File: src/rtl/core/jte_pkg.sv
// Package for the job table engine: table sizes, field widths, action and
// status codes and the sequencer state type.
// No dependencies; imported by job_table_engine.
`default_nettype none

package jte_pkg;

    // Table geometry and stored field widths.
    localparam int TABLE_DEPTH = 16;
    localparam int IDX_W       = $clog2(TABLE_DEPTH);
    localparam int PID_BITS    = 22;
    localparam int PID_FIELD_W = 22;
    localparam int JID_W       = 5;
    localparam int STATE_W     = 2;

    // Stream widths.
    localparam int ACT_W    = 3;
    localparam int STATUS_W = 2;
    localparam int DATA_W   = 32;

    // Run state that marks a foreground job.
    localparam logic [STATE_W-1:0] FG_STATE = 2'd1;

    typedef enum logic [ACT_W-1:0] {
        ACT_ADD      = 3'd0,
        ACT_DELETE   = 3'd1,
        ACT_FIND_PID = 3'd2,
        ACT_FIND_JID = 3'd3,
        ACT_FIND_FG  = 3'd4,
        ACT_SET_PID  = 3'd5,
        ACT_SET_JID  = 3'd6,
        ACT_UNUSED   = 3'd7
    } action_t;

    typedef enum logic [STATUS_W-1:0] {
        STS_OK      = 2'd0,
        STS_NOMATCH = 2'd1,
        STS_BADKEY  = 2'd2,
        STS_FULL    = 2'd3
    } status_t;

    typedef enum logic [3:0] {
        ST_IDLE    = 4'b0001,
        ST_SCAN    = 4'b0010,
        ST_MAXSCAN = 4'b0100,
        ST_DONE    = 4'b1000
    } seq_state_t;

endpackage

`default_nettype wire

File: src/rtl/core/job_table_engine.sv
// Job table engine: a table of job entries searched one slot per cycle by a
// single shared compare unit under a small sequencer.
// Depends on jte_pkg.
//
// Usage
// The slave channel (s_tvalid, s_tready, s_tuser, s_tdata) carries one
// action per transfer; the master channel (m_tvalid, m_tready, m_tuser,
// m_tdata) returns exactly one result per action, in order.
// s_tready is high only while the sequencer is idle; the block works on one
// action at a time. Rejected keys and the unused action skip the table walk
// and go straight to the final state. Other actions walk the table one slot
// per cycle through the shared compare unit and stop at the first match or
// at the last slot. A delete that hits then walks the whole table again,
// comparing job ids, to find the largest live job id. The result waits in
// an output register; the block goes back to idle and takes the next action
// while it waits. If the receiver still stalls when the next result is
// ready, the sequencer holds in its final state.
// Reset clears every slot at once (slots free, job ids and state
// zero) and sets the next job id to one; no clearing pass is needed.
`default_nettype none

module job_table_engine (
    input  wire logic        clk,
    input  wire logic        rst_n,
    // Action transfer.
    input  wire logic        s_tvalid,
    output logic             s_tready,
    input  wire logic [jte_pkg::ACT_W-1:0]  s_tuser,  // [2:0] action
    input  wire logic [jte_pkg::DATA_W-1:0] s_tdata,  // [21:0] proc_id, [26:22] job_id,
                                                      // [28:27] run_state, [31:29] zero
    // Result transfer.
    output logic             m_tvalid,
    input  wire logic        m_tready,
    output logic [jte_pkg::STATUS_W-1:0]    m_tuser,  // [1:0] status
    output logic [jte_pkg::DATA_W-1:0]      m_tdata   // [21:0] found_pid, [26:22] found_jid,
                                                      // [28:27] found_state, [31:29] zero
);
    import jte_pkg::*;

    // Table storage, cleared by reset.
    logic [PID_BITS-1:0] slot_pid_reg   [TABLE_DEPTH];
    logic [JID_W-1:0]    slot_jid_reg   [TABLE_DEPTH];
    logic [STATE_W-1:0]  slot_state_reg [TABLE_DEPTH];
    logic [JID_W-1:0]    next_jid_reg, next_jid_next;

    // Sequencer and the held action.
    seq_state_t          state_reg, state_next;
    logic [IDX_W-1:0]    idx_reg, idx_next;
    action_t             act_reg, act_next;
    logic [PID_BITS-1:0] key_pid_reg, key_pid_next;
    logic [JID_W-1:0]    key_jid_reg, key_jid_next;
    logic [STATE_W-1:0]  key_state_reg, key_state_next;
    logic [JID_W-1:0]    max_jid_reg, max_jid_next;

    // Result waiting for the output register.
    status_t             res_status_reg, res_status_next;
    logic [PID_BITS-1:0] res_pid_reg, res_pid_next;
    logic [JID_W-1:0]    res_jid_reg, res_jid_next;
    logic [STATE_W-1:0]  res_state_reg, res_state_next;

    // Output register.
    logic                m_valid_reg, m_valid_next;
    status_t             out_status_reg, out_status_next;
    logic [PID_BITS-1:0] out_pid_reg, out_pid_next;
    logic [JID_W-1:0]    out_jid_reg, out_jid_next;
    logic [STATE_W-1:0]  out_state_reg, out_state_next;

    // Slot write strobes.
    logic                wr_en;
    logic [PID_BITS-1:0] wr_pid;
    logic [JID_W-1:0]    wr_jid;
    logic [STATE_W-1:0]  wr_state;

    // Unpacked input fields.
    action_t             in_act;
    logic [PID_BITS-1:0] in_pid;
    logic [JID_W-1:0]    in_jid;
    logic [STATE_W-1:0]  in_state;

    // Shared compare unit on the slot under the scan index.
    logic [PID_BITS-1:0] cur_pid;
    logic [JID_W-1:0]    cur_jid;
    logic [STATE_W-1:0]  cur_state;
    logic                hit;
    logic                last_slot;
    logic [JID_W-1:0]    jid_inc;
    logic                out_free;

    assign in_act   = action_t'(s_tuser);
    assign in_pid   = PID_BITS'(s_tdata[PID_FIELD_W-1:0]);
    assign in_jid   = s_tdata[PID_FIELD_W +: JID_W];
    assign in_state = s_tdata[PID_FIELD_W + JID_W +: STATE_W];

    assign cur_pid   = slot_pid_reg[idx_reg];
    assign cur_jid   = slot_jid_reg[idx_reg];
    assign cur_state = slot_state_reg[idx_reg];
    assign last_slot = (idx_reg == IDX_W'(TABLE_DEPTH - 1));
    assign jid_inc   = next_jid_reg + JID_W'(1);
    assign out_free  = !m_valid_reg || m_tready;

    // Match condition for the held action.
    always_comb
    begin
        unique case (act_reg)
            ACT_ADD:                              hit = (cur_pid == '0);
            ACT_DELETE, ACT_FIND_PID, ACT_SET_PID: hit = (cur_pid == key_pid_reg);
            ACT_FIND_JID, ACT_SET_JID:            hit = (cur_jid == key_jid_reg);
            ACT_FIND_FG:                          hit = (cur_state == FG_STATE);
            default:                              hit = 1'b0;
        endcase
    end

    // Sequencer.
    always_comb
    begin
        state_next      = state_reg;
        idx_next        = idx_reg;
        act_next        = act_reg;
        key_pid_next    = key_pid_reg;
        key_jid_next    = key_jid_reg;
        key_state_next  = key_state_reg;
        max_jid_next    = max_jid_reg;
        next_jid_next   = next_jid_reg;
        res_status_next = res_status_reg;
        res_pid_next    = res_pid_reg;
        res_jid_next    = res_jid_reg;
        res_state_next  = res_state_reg;
        m_valid_next    = m_valid_reg && !m_tready;
        out_status_next = out_status_reg;
        out_pid_next    = out_pid_reg;
        out_jid_next    = out_jid_reg;
        out_state_next  = out_state_reg;
        wr_en           = 1'b0;
        wr_pid          = cur_pid;
        wr_jid          = cur_jid;
        wr_state        = cur_state;
        s_tready        = (state_reg == ST_IDLE);

        unique case (state_reg)
            ST_IDLE:
            begin
                if (s_tvalid)
                begin
                    act_next        = in_act;
                    key_pid_next    = in_pid;
                    key_jid_next    = in_jid;
                    key_state_next  = in_state;
                    idx_next        = '0;
                    max_jid_next    = '0;
                    res_status_next = STS_NOMATCH;
                    res_pid_next    = '0;
                    res_jid_next    = '0;
                    res_state_next  = '0;
                    // Rejected keys and the unused action finish at once.
                    priority if (in_act == ACT_UNUSED)
                    begin
                        state_next = ST_DONE;
                    end
                    else if ((in_act == ACT_FIND_JID || in_act == ACT_SET_JID)
                             && in_jid == '0)
                    begin
                        res_status_next = STS_BADKEY;
                        state_next      = ST_DONE;
                    end
                    else if (in_act != ACT_FIND_JID && in_act != ACT_SET_JID
                             && in_act != ACT_FIND_FG && in_pid == '0)
                    begin
                        res_status_next = STS_BADKEY;
                        state_next      = ST_DONE;
                    end
                    else
                    begin
                        state_next = ST_SCAN;
                    end
                end
            end

            ST_SCAN:
            begin
                idx_next = idx_reg + IDX_W'(1);
                if (hit)
                begin
                    res_status_next = STS_OK;
                    res_pid_next    = cur_pid;
                    res_jid_next    = cur_jid;
                    res_state_next  = cur_state;
                    state_next      = ST_DONE;
                    unique case (act_reg)
                        ACT_ADD:
                        begin
                            wr_en          = 1'b1;
                            wr_pid         = key_pid_reg;
                            wr_jid         = next_jid_reg;
                            wr_state       = key_state_reg;
                            res_pid_next   = key_pid_reg;
                            res_jid_next   = next_jid_reg;
                            res_state_next = key_state_reg;
                            if (int'(jid_inc) > TABLE_DEPTH)
                            begin
                                next_jid_next = JID_W'(1);
                            end
                            else
                            begin
                                next_jid_next = jid_inc;
                            end
                        end
                        ACT_DELETE:
                        begin
                            wr_en          = 1'b1;
                            wr_pid         = '0;
                            wr_jid         = '0;
                            wr_state       = '0;
                            res_state_next = '0;
                            idx_next       = '0;
                            state_next     = ST_MAXSCAN;
                        end
                        ACT_SET_PID, ACT_SET_JID:
                        begin
                            wr_en          = 1'b1;
                            wr_state       = key_state_reg;
                            res_state_next = key_state_reg;
                        end
                        default:
                        begin
                        end
                    endcase
                end
                else if (last_slot)
                begin
                    res_status_next = (act_reg == ACT_ADD) ? STS_FULL : STS_NOMATCH;
                    state_next      = ST_DONE;
                end
            end

            ST_MAXSCAN:
            begin
                // Largest live job id, one slot per cycle.
                idx_next = idx_reg + IDX_W'(1);
                if (cur_jid > max_jid_reg)
                begin
                    max_jid_next = cur_jid;
                end
                if (last_slot)
                begin
                    next_jid_next = ((cur_jid > max_jid_reg) ? cur_jid : max_jid_reg)
                                    + JID_W'(1);
                    state_next    = ST_DONE;
                end
            end

            ST_DONE:
            begin
                if (out_free)
                begin
                    m_valid_next    = 1'b1;
                    out_status_next = res_status_reg;
                    out_pid_next    = res_pid_reg;
                    out_jid_next    = res_jid_reg;
                    out_state_next  = res_state_reg;
                    state_next      = ST_IDLE;
                end
            end

            default:
            begin
                state_next = ST_IDLE;
            end
        endcase
    end

    // Control and next job id registers.
    always_ff @(posedge clk or negedge rst_n)
    begin
        if (!rst_n)
        begin
            state_reg    <= ST_IDLE;
            m_valid_reg  <= 1'b0;
            next_jid_reg <= JID_W'(1);
        end
        else
        begin
            state_reg    <= state_next;
            m_valid_reg  <= m_valid_next;
            next_jid_reg <= next_jid_next;
        end
    end

    // Table slots: one write port at the scan index.
    always_ff @(posedge clk or negedge rst_n)
    begin
        if (!rst_n)
        begin
            for (int i = 0; i < TABLE_DEPTH; i++)
            begin
                slot_pid_reg[i]   <= '0;
                slot_jid_reg[i]   <= '0;
                slot_state_reg[i] <= '0;
            end
        end
        else if (wr_en)
        begin
            slot_pid_reg[idx_reg]   <= wr_pid;
            slot_jid_reg[idx_reg]   <= wr_jid;
            slot_state_reg[idx_reg] <= wr_state;
        end
    end

    // Payload registers.
    always_ff @(posedge clk)
    begin
        idx_reg        <= idx_next;
        act_reg        <= act_next;
        key_pid_reg    <= key_pid_next;
        key_jid_reg    <= key_jid_next;
        key_state_reg  <= key_state_next;
        max_jid_reg    <= max_jid_next;
        res_status_reg <= res_status_next;
        res_pid_reg    <= res_pid_next;
        res_jid_reg    <= res_jid_next;
        res_state_reg  <= res_state_next;
        out_status_reg <= out_status_next;
        out_pid_reg    <= out_pid_next;
        out_jid_reg    <= out_jid_next;
        out_state_reg  <= out_state_next;
    end

    // Result transfer.
    assign m_tvalid = m_valid_reg;
    assign m_tuser  = out_status_reg;
    assign m_tdata  = {
        (DATA_W - PID_FIELD_W - JID_W - STATE_W)'(0),
        out_state_reg,
        out_jid_reg,
        PID_FIELD_W'(out_pid_reg)
    };

endmodule

`default_nettype wire

File: config.mk
export PLATFORM = sky130hd
export DESIGN_NAME = job_table_engine
export DESIGN_NICKNAME = d
export VERILOG_FILES = /design/src/rtl/core/jte_pkg.sv /design/src/rtl/core/job_table_engine.sv
export SDC_FILE = /design/constraint.sdc
export NUM_CORES = 1
export LEC_CHECK = 0
export BUFFER_PORTS_ARGS = -buffer_cell sky130_fd_sc_hd__clkbuf_2
export CAP_MARGIN = 30
export CORE_ASPECT_RATIO = 1.1
export CORE_UTILIZATION = 35
export CTS_CLUSTER_DIAMETER = 80
export DETAILED_ROUTE_END_ITERATION = 8
export PLACE_DENSITY = 0.51
export SLEW_MARGIN = 20
export SYNTH_ARGS = -nofsm -noshare
export SYNTH_HDL_FRONTEND = slang
export SYNTH_SLANG_ARGS = --single-unit
File: constraint.sdc
create_clock -name clk -period 5.5 [get_ports clk]
set_input_delay 0.275 -clock clk [delete_from_list [all_inputs] [get_ports clk]]
set_output_delay 0.275 -clock clk [all_outputs]
set_load 0.005 [all_outputs]
# Yosys cells after proc, flatten, opt, wreduce, memory -nomap -nowiden
# Cells that the tools add are included.
# totals
regBits	577
latchBits	0
mem_bits_rw	0
romBits	0
memories	0
# op_classes
addsub	3
mul	0
n_div	0
n_lt_le_gt_ge	4
n_eq_ne	26
shift	0
muxes	72
bitwise	1
reduce_logical	30
# op_table
operator	n
$bwmux W352	1
$mux W22	8
$bmux W22 S4	1
$demux W22 S4	1
$pmux W22 S2	2
$bwmux W80	1
$mux W5	13
$logic_not A22 Y1	2
$mux W4	11
$pmux W5 S2	4
$bwmux W32	1
$mux W2	14
$eq A22 B22 Y1	1
$bmux W5 S4	1
$demux W5 S4	1
$pmux W4 S4	1
$eq A3 B3 Y1 const B	5
$pmux W2 S2	3
$pmux W4 S3	1
$add A5 B1 Y5 const B	2
$ne A2 B2 Y1 const B	5
$reduce_and A2 Y1	5
$eq A3 B2 Y1 const B	3
$ne A3 B3 Y1 const B	3
30 further kinds	46

# Longest topological paths before layout
# depth
word_depth	9
mapped_depth	22
ltp_nobuf	18

# Worst setup path before layout
# No wires, ideal clock.
# synth_path
path_kind	reg2reg
start	reg idx_reg[1]
end	reg next_jid_reg[4]
setup_time_ns	0.122
arrival_ns	4.102
required_time_ns	5.378
path_slack_ns	1.276
stages_incl_launch_ff	20
synth_period_minus_slack_ns	4.224
cell_sequence	edfxtp_1 buf_6 buf_4 buf_4 mux4_2 a22oi_1 nand2_1 ha_1 nor2b_1 o21a_1 o21a_1 o21ai_0 a22oi_1 mux2i_1 inv_1 ha_1 nor3b_1 xor2_1 a21oi_1 o22a_1
# synth_via
elab_chain_len	9
# synth_rtl
element	line	source
start, declared	job_table_engine.sv:48	logic [IDX_W-1:0] idx_reg, idx_next;
start signal, assigned	job_table_engine.sv:311	idx_reg <= idx_next;
$not A4 Y5 (implied by the code)	job_table_engine.sv:94, job_table_engine.sv:95, job_table_engine.sv:96	
$bmux W5 S4	job_table_engine.sv:95	assign cur_jid = slot_jid_reg[idx_reg];
$mux W5 (implied by the code) (2 in series)	job_table_engine.sv:95	
$gt A5 B5 Y1	job_table_engine.sv:245	next_jid_next = ((cur_jid > max_jid_reg) ? cur_jid : max_jid_reg)
$mux W5	--	
$add A5 B1 Y5	job_table_engine.sv:246	+ JID_W'(1);
$mux W5	job_table_engine.sv:243	if (last_slot)
$pmux W5 S2	job_table_engine.sv:139	unique case (state_reg)
end signal, assigned	job_table_engine.sv:284	next_jid_reg <= next_jid_next;
end, declared	job_table_engine.sv:44	logic [JID_W-1:0] next_jid_reg, next_jid_next;
# Several ways; a longest one is shown, not always the timed one. The select of a mux whose other input is x is not followed.
# A chain may end at the register's enable or synchronous reset.

# Final worst setup path
# layout_path
start	reg idx_reg[0]
end	reg slot_pid_reg[96] in the netlist's numbering
# layout_via
elab_chain_len	9
# layout_rtl
element	line	source
$not A4 Y5 (implied by the code) *	--	
$bmux W22 S4, or another cell as far along	job_table_engine.sv:94	assign cur_pid = slot_pid_reg[idx_reg];
$mux W22 (implied by the code), or another cell as far along (2 in series)	job_table_engine.sv:94	
$eq A22 B22 Y1, or another cell as far along	job_table_engine.sv:106	ACT_DELETE, ACT_FIND_PID, ACT_SET_PID: hit = (cur_pid == key_pid_reg);
$pmux W1 S4	job_table_engine.sv:104	unique case (act_reg)
$mux W22	job_table_engine.sv:181	if (hit)
$mux W22	job_table_engine.sv:139	
$bwmux W352	job_table_engine.sv:302	slot_pid_reg[idx_reg] <= wr_pid;
end signal, assigned by index	job_table_engine.sv:302	
end, declared	job_table_engine.sv:41	logic [PID_BITS-1:0] slot_pid_reg [TABLE_DEPTH];
# Mark *: on every way between the ends. The rest lies on a longest branch, timed or not. The select of a mux whose other input is x is not followed.

==> impl_metrics.toml <==
[global_routing]
grt_pass1_wl_um = 120000
grt_usage = 0.196
grt_pass1_vias = 18100
grt_max_degree = 137
grt_overflow_total = 0
antenna_found_initial = 0

[clocking]
cts.sinks = 577
cts_max_path_buffers = 3
clk_pin_slew_ps = 70
clock_latency_ps = 640
cts_root_buffer = "clkbuf_16"
cts-htree-levels = 2
cts_tree = "done"
cts_buffers = 60

[cells_and_area]
drive_gt1_frac = 0.404
largest_reg_flops = 352
fin_nets = 2166
stdcell_area_mm2 = 0.0321
area_growth_syn_to_layout_pct = 16.0
fin_util = 0.413
fill_cells = 7149

[yosys]
synth_cell_types = 71
ys_top_cells_by_count = "mux2_2, dfrtp_1, nand2_1"
ys_seq_elements = 577
avgSynthCellArea_um2 = 13.9
yosysSeqAreaShare = 0.541
netlist.area_leader.share = 0.427
ys_top_cells_by_area = "dfrtp_1, mux2_2, edfxtp_1"
synth_warnings = 0
yosysMostFrequentCell = "mux2_2"
ys.flop_type = "dfrtp_1"
netlist_instances = 1988
synth-edff-count = 103
syn_area_mm2 = 0.0277
synth.largest_area_cell = "dfrtp_1"
ys_async_sr_fraction = 0.821

[power]
power_leakage_nw = 14.5
power.density_mw_per_mm2 = 363
peakVddDrop_mv = 0.252

[floorplanning]
start_util = 0.356
rows = 107
coreArea_mm2 = 0.0778
dieArea_mm2 = 0.0802
die_x_um = 270
io-pin-count = 75
die_h_um = 297

[detailed_routing]
wl_per_cell_um = 24.5
drc = 0
finalWirelength_um = 78300
drtIter0Drc = 1305
antenna_left = 0
via_count = 17300
firstDrtPassIters = 5
via_per_inst = 5.43

[timing]
setup-tns-final_ps = 0
slew_viol_final = 0
max_freq_mhz = 200
tightest_slew_ps = 1010
hold_viol_final = 0
rsz0062_at_grt = "false"
fin_crit_sh = 0.909
fin_skew_ps = 28.8
slew_headroom = 0.324
period_needed_ps = 5000
finalSetupViolCount = 0

[worst_setup_path]
path_common_cell = "buf_4"
worst-setup-path-type = "flip-flop to flip-flop"
critPathBufInv = 4
endpoint_kind = "flip-flop"
critPathLaunchType = "flip-flop"
cp_max_fo = 33
crit_chain = "buf_4, nor2b_1, buf_4, a22oi_1, nand2_1, a2111o_1, a2111oi_0, o2111ai_1, o31ai_2, buf_4, nand2_2, nor4_2, buf_12, mux2_2"
max_stage_delay_ps = 520
required_ps = 6000
critPathTopFamily = "compound AO/OA/AOI/OAI gates"
crit_slowest_cell = "buf_4"
arrival_ps = 5500

[place]
port_buffers = 68
place_congestion = 0.913
dp_hpwl_um = 51400
post_dp_cell_area_mm2 = 0.0297

[run_status]
outcome = "finished clean"

[worst_hold_path]
hold_class = "primary input to flip-flop"

[job]
drv_cap = 0
## cell usage in the layout, fill, tap and decap left out, types with 60 or more instances in the layout
cell       Yosys  routed
buf_4         26      85
dfrtp_1      472     472
mux4_2        99      99
edfxtp_1     103     103
mux2_2       476     476
mux2i_1       75      74
nand2_1      123     123
nor2_1        78      70
clkbuf_16      0      60
clkbuf_2       2      67
## report_power, final
| part | leakage, nW | total (mW) | internal [mW] | switching [mW] |
|---|---|---|---|---|
| logic | 5.98 | 2.84 | 0.954 | 1.89 |
| registers | 7.59 | 4.78 | 4.59 | 0.184 |
| clock network | 0.923 | 4.04 | 2.33 | 1.71 |
## tightest hold or removal path: cells and delay by family
family                 cells  cell delay [ps]
buffers and inverters      1               80
AND/OR/NAND/NOR            1              250
AO/OA/AOI/OAI              1              110
## through the flow
stage / instances / hold slack [ps] / worst slack (ps) / power, mW
6_report: 3192 / 122 / 499 / 11.7
5_1_grt: 3191 / 136 / 147 / 12.2
4_1_cts: 3188 / 89.3 / 119 / 11.8
3_5_place_dp: 3052 / 405 / 212 / 7.64
3_3_place_gp: 3051 / 405 / 162 / 7.61
2_1_floorplan: 1990 / -20.6 / 1280 / 6.52
## cell type report
| class | instances | area [um^2] | area share |
|---|---|---|---|
| antenna | 1 | 2.50 | 0.0000780 |
| clock buffer | 72 | 1590 | 0.0494 |
| clock inverter | 30 | 357 | 0.0111 |
| inverter | 32 | 120 | 0.00374 |
| multi-input combinational | 1231 | 11900 | 0.371 |
| sequential | 577 | 15000 | 0.466 |
| tap | 1035 | 1290 | 0.0404 |
| timing repair buffer | 214 | 1860 | 0.0579 |
## final timing paths
check                                startpoint                end  slack [ps]  cells past startpoint
worst max-delay path                 idx_reg[0]   slot_pid_reg[96]         500                     14
worst min-delay path                   s_tvalid       state_reg[1]         120                      3
worst max register to register       idx_reg[0]   slot_pid_reg[96]         500                     14
worst min register to register  res_pid_reg[20]    out_pid_reg[20]         420                      0
max in group asynchronous                 rst_n  slot_pid_reg[119]        3850                      3
min in group asynchronous                 rst_n   slot_jid_reg[18]         320                      2
## cells by family (layout without fill, tap and decap cells)
family,count (synthesis),in the layout,share of synthesized area
AND/OR/NAND/NOR,308,308,0.0533
XOR/XNOR,24,24,0.00760
AO/OA/AOI/OAI,227,227,0.0558
adder cells (fa/ha/maj),11,11,0.00498
multiplexers,658,658,0.305
flip-flops,577,577,0.541
buffers and inverters,182,348,0.0327
other,1,4,0.000136
## per-layer routing
| metal | vias to the layer above | global-route usage | wire [um] |
|---|---|---|---|
| met5 | - | 0 | 0 |
| met4 | 0 | 0.0572 | 2140 |
| met3 | 103 | 0.0305 | 3890 |
| met2 | 473 | 0.313 | 36500 |
| met1 | 9130 | 0.275 | 35800 |
| li1 | 7627 | - | - |
## what timing repair did
action,4_1_cts,5_1_grt
hold buffers,34,0
hold endpoints to repair,141,0
setup endpoints to repair,0,56
buffers inserted,0,1
gates resized for setup,0,1
No activity file was read; power rests on OpenSTA's default activity.
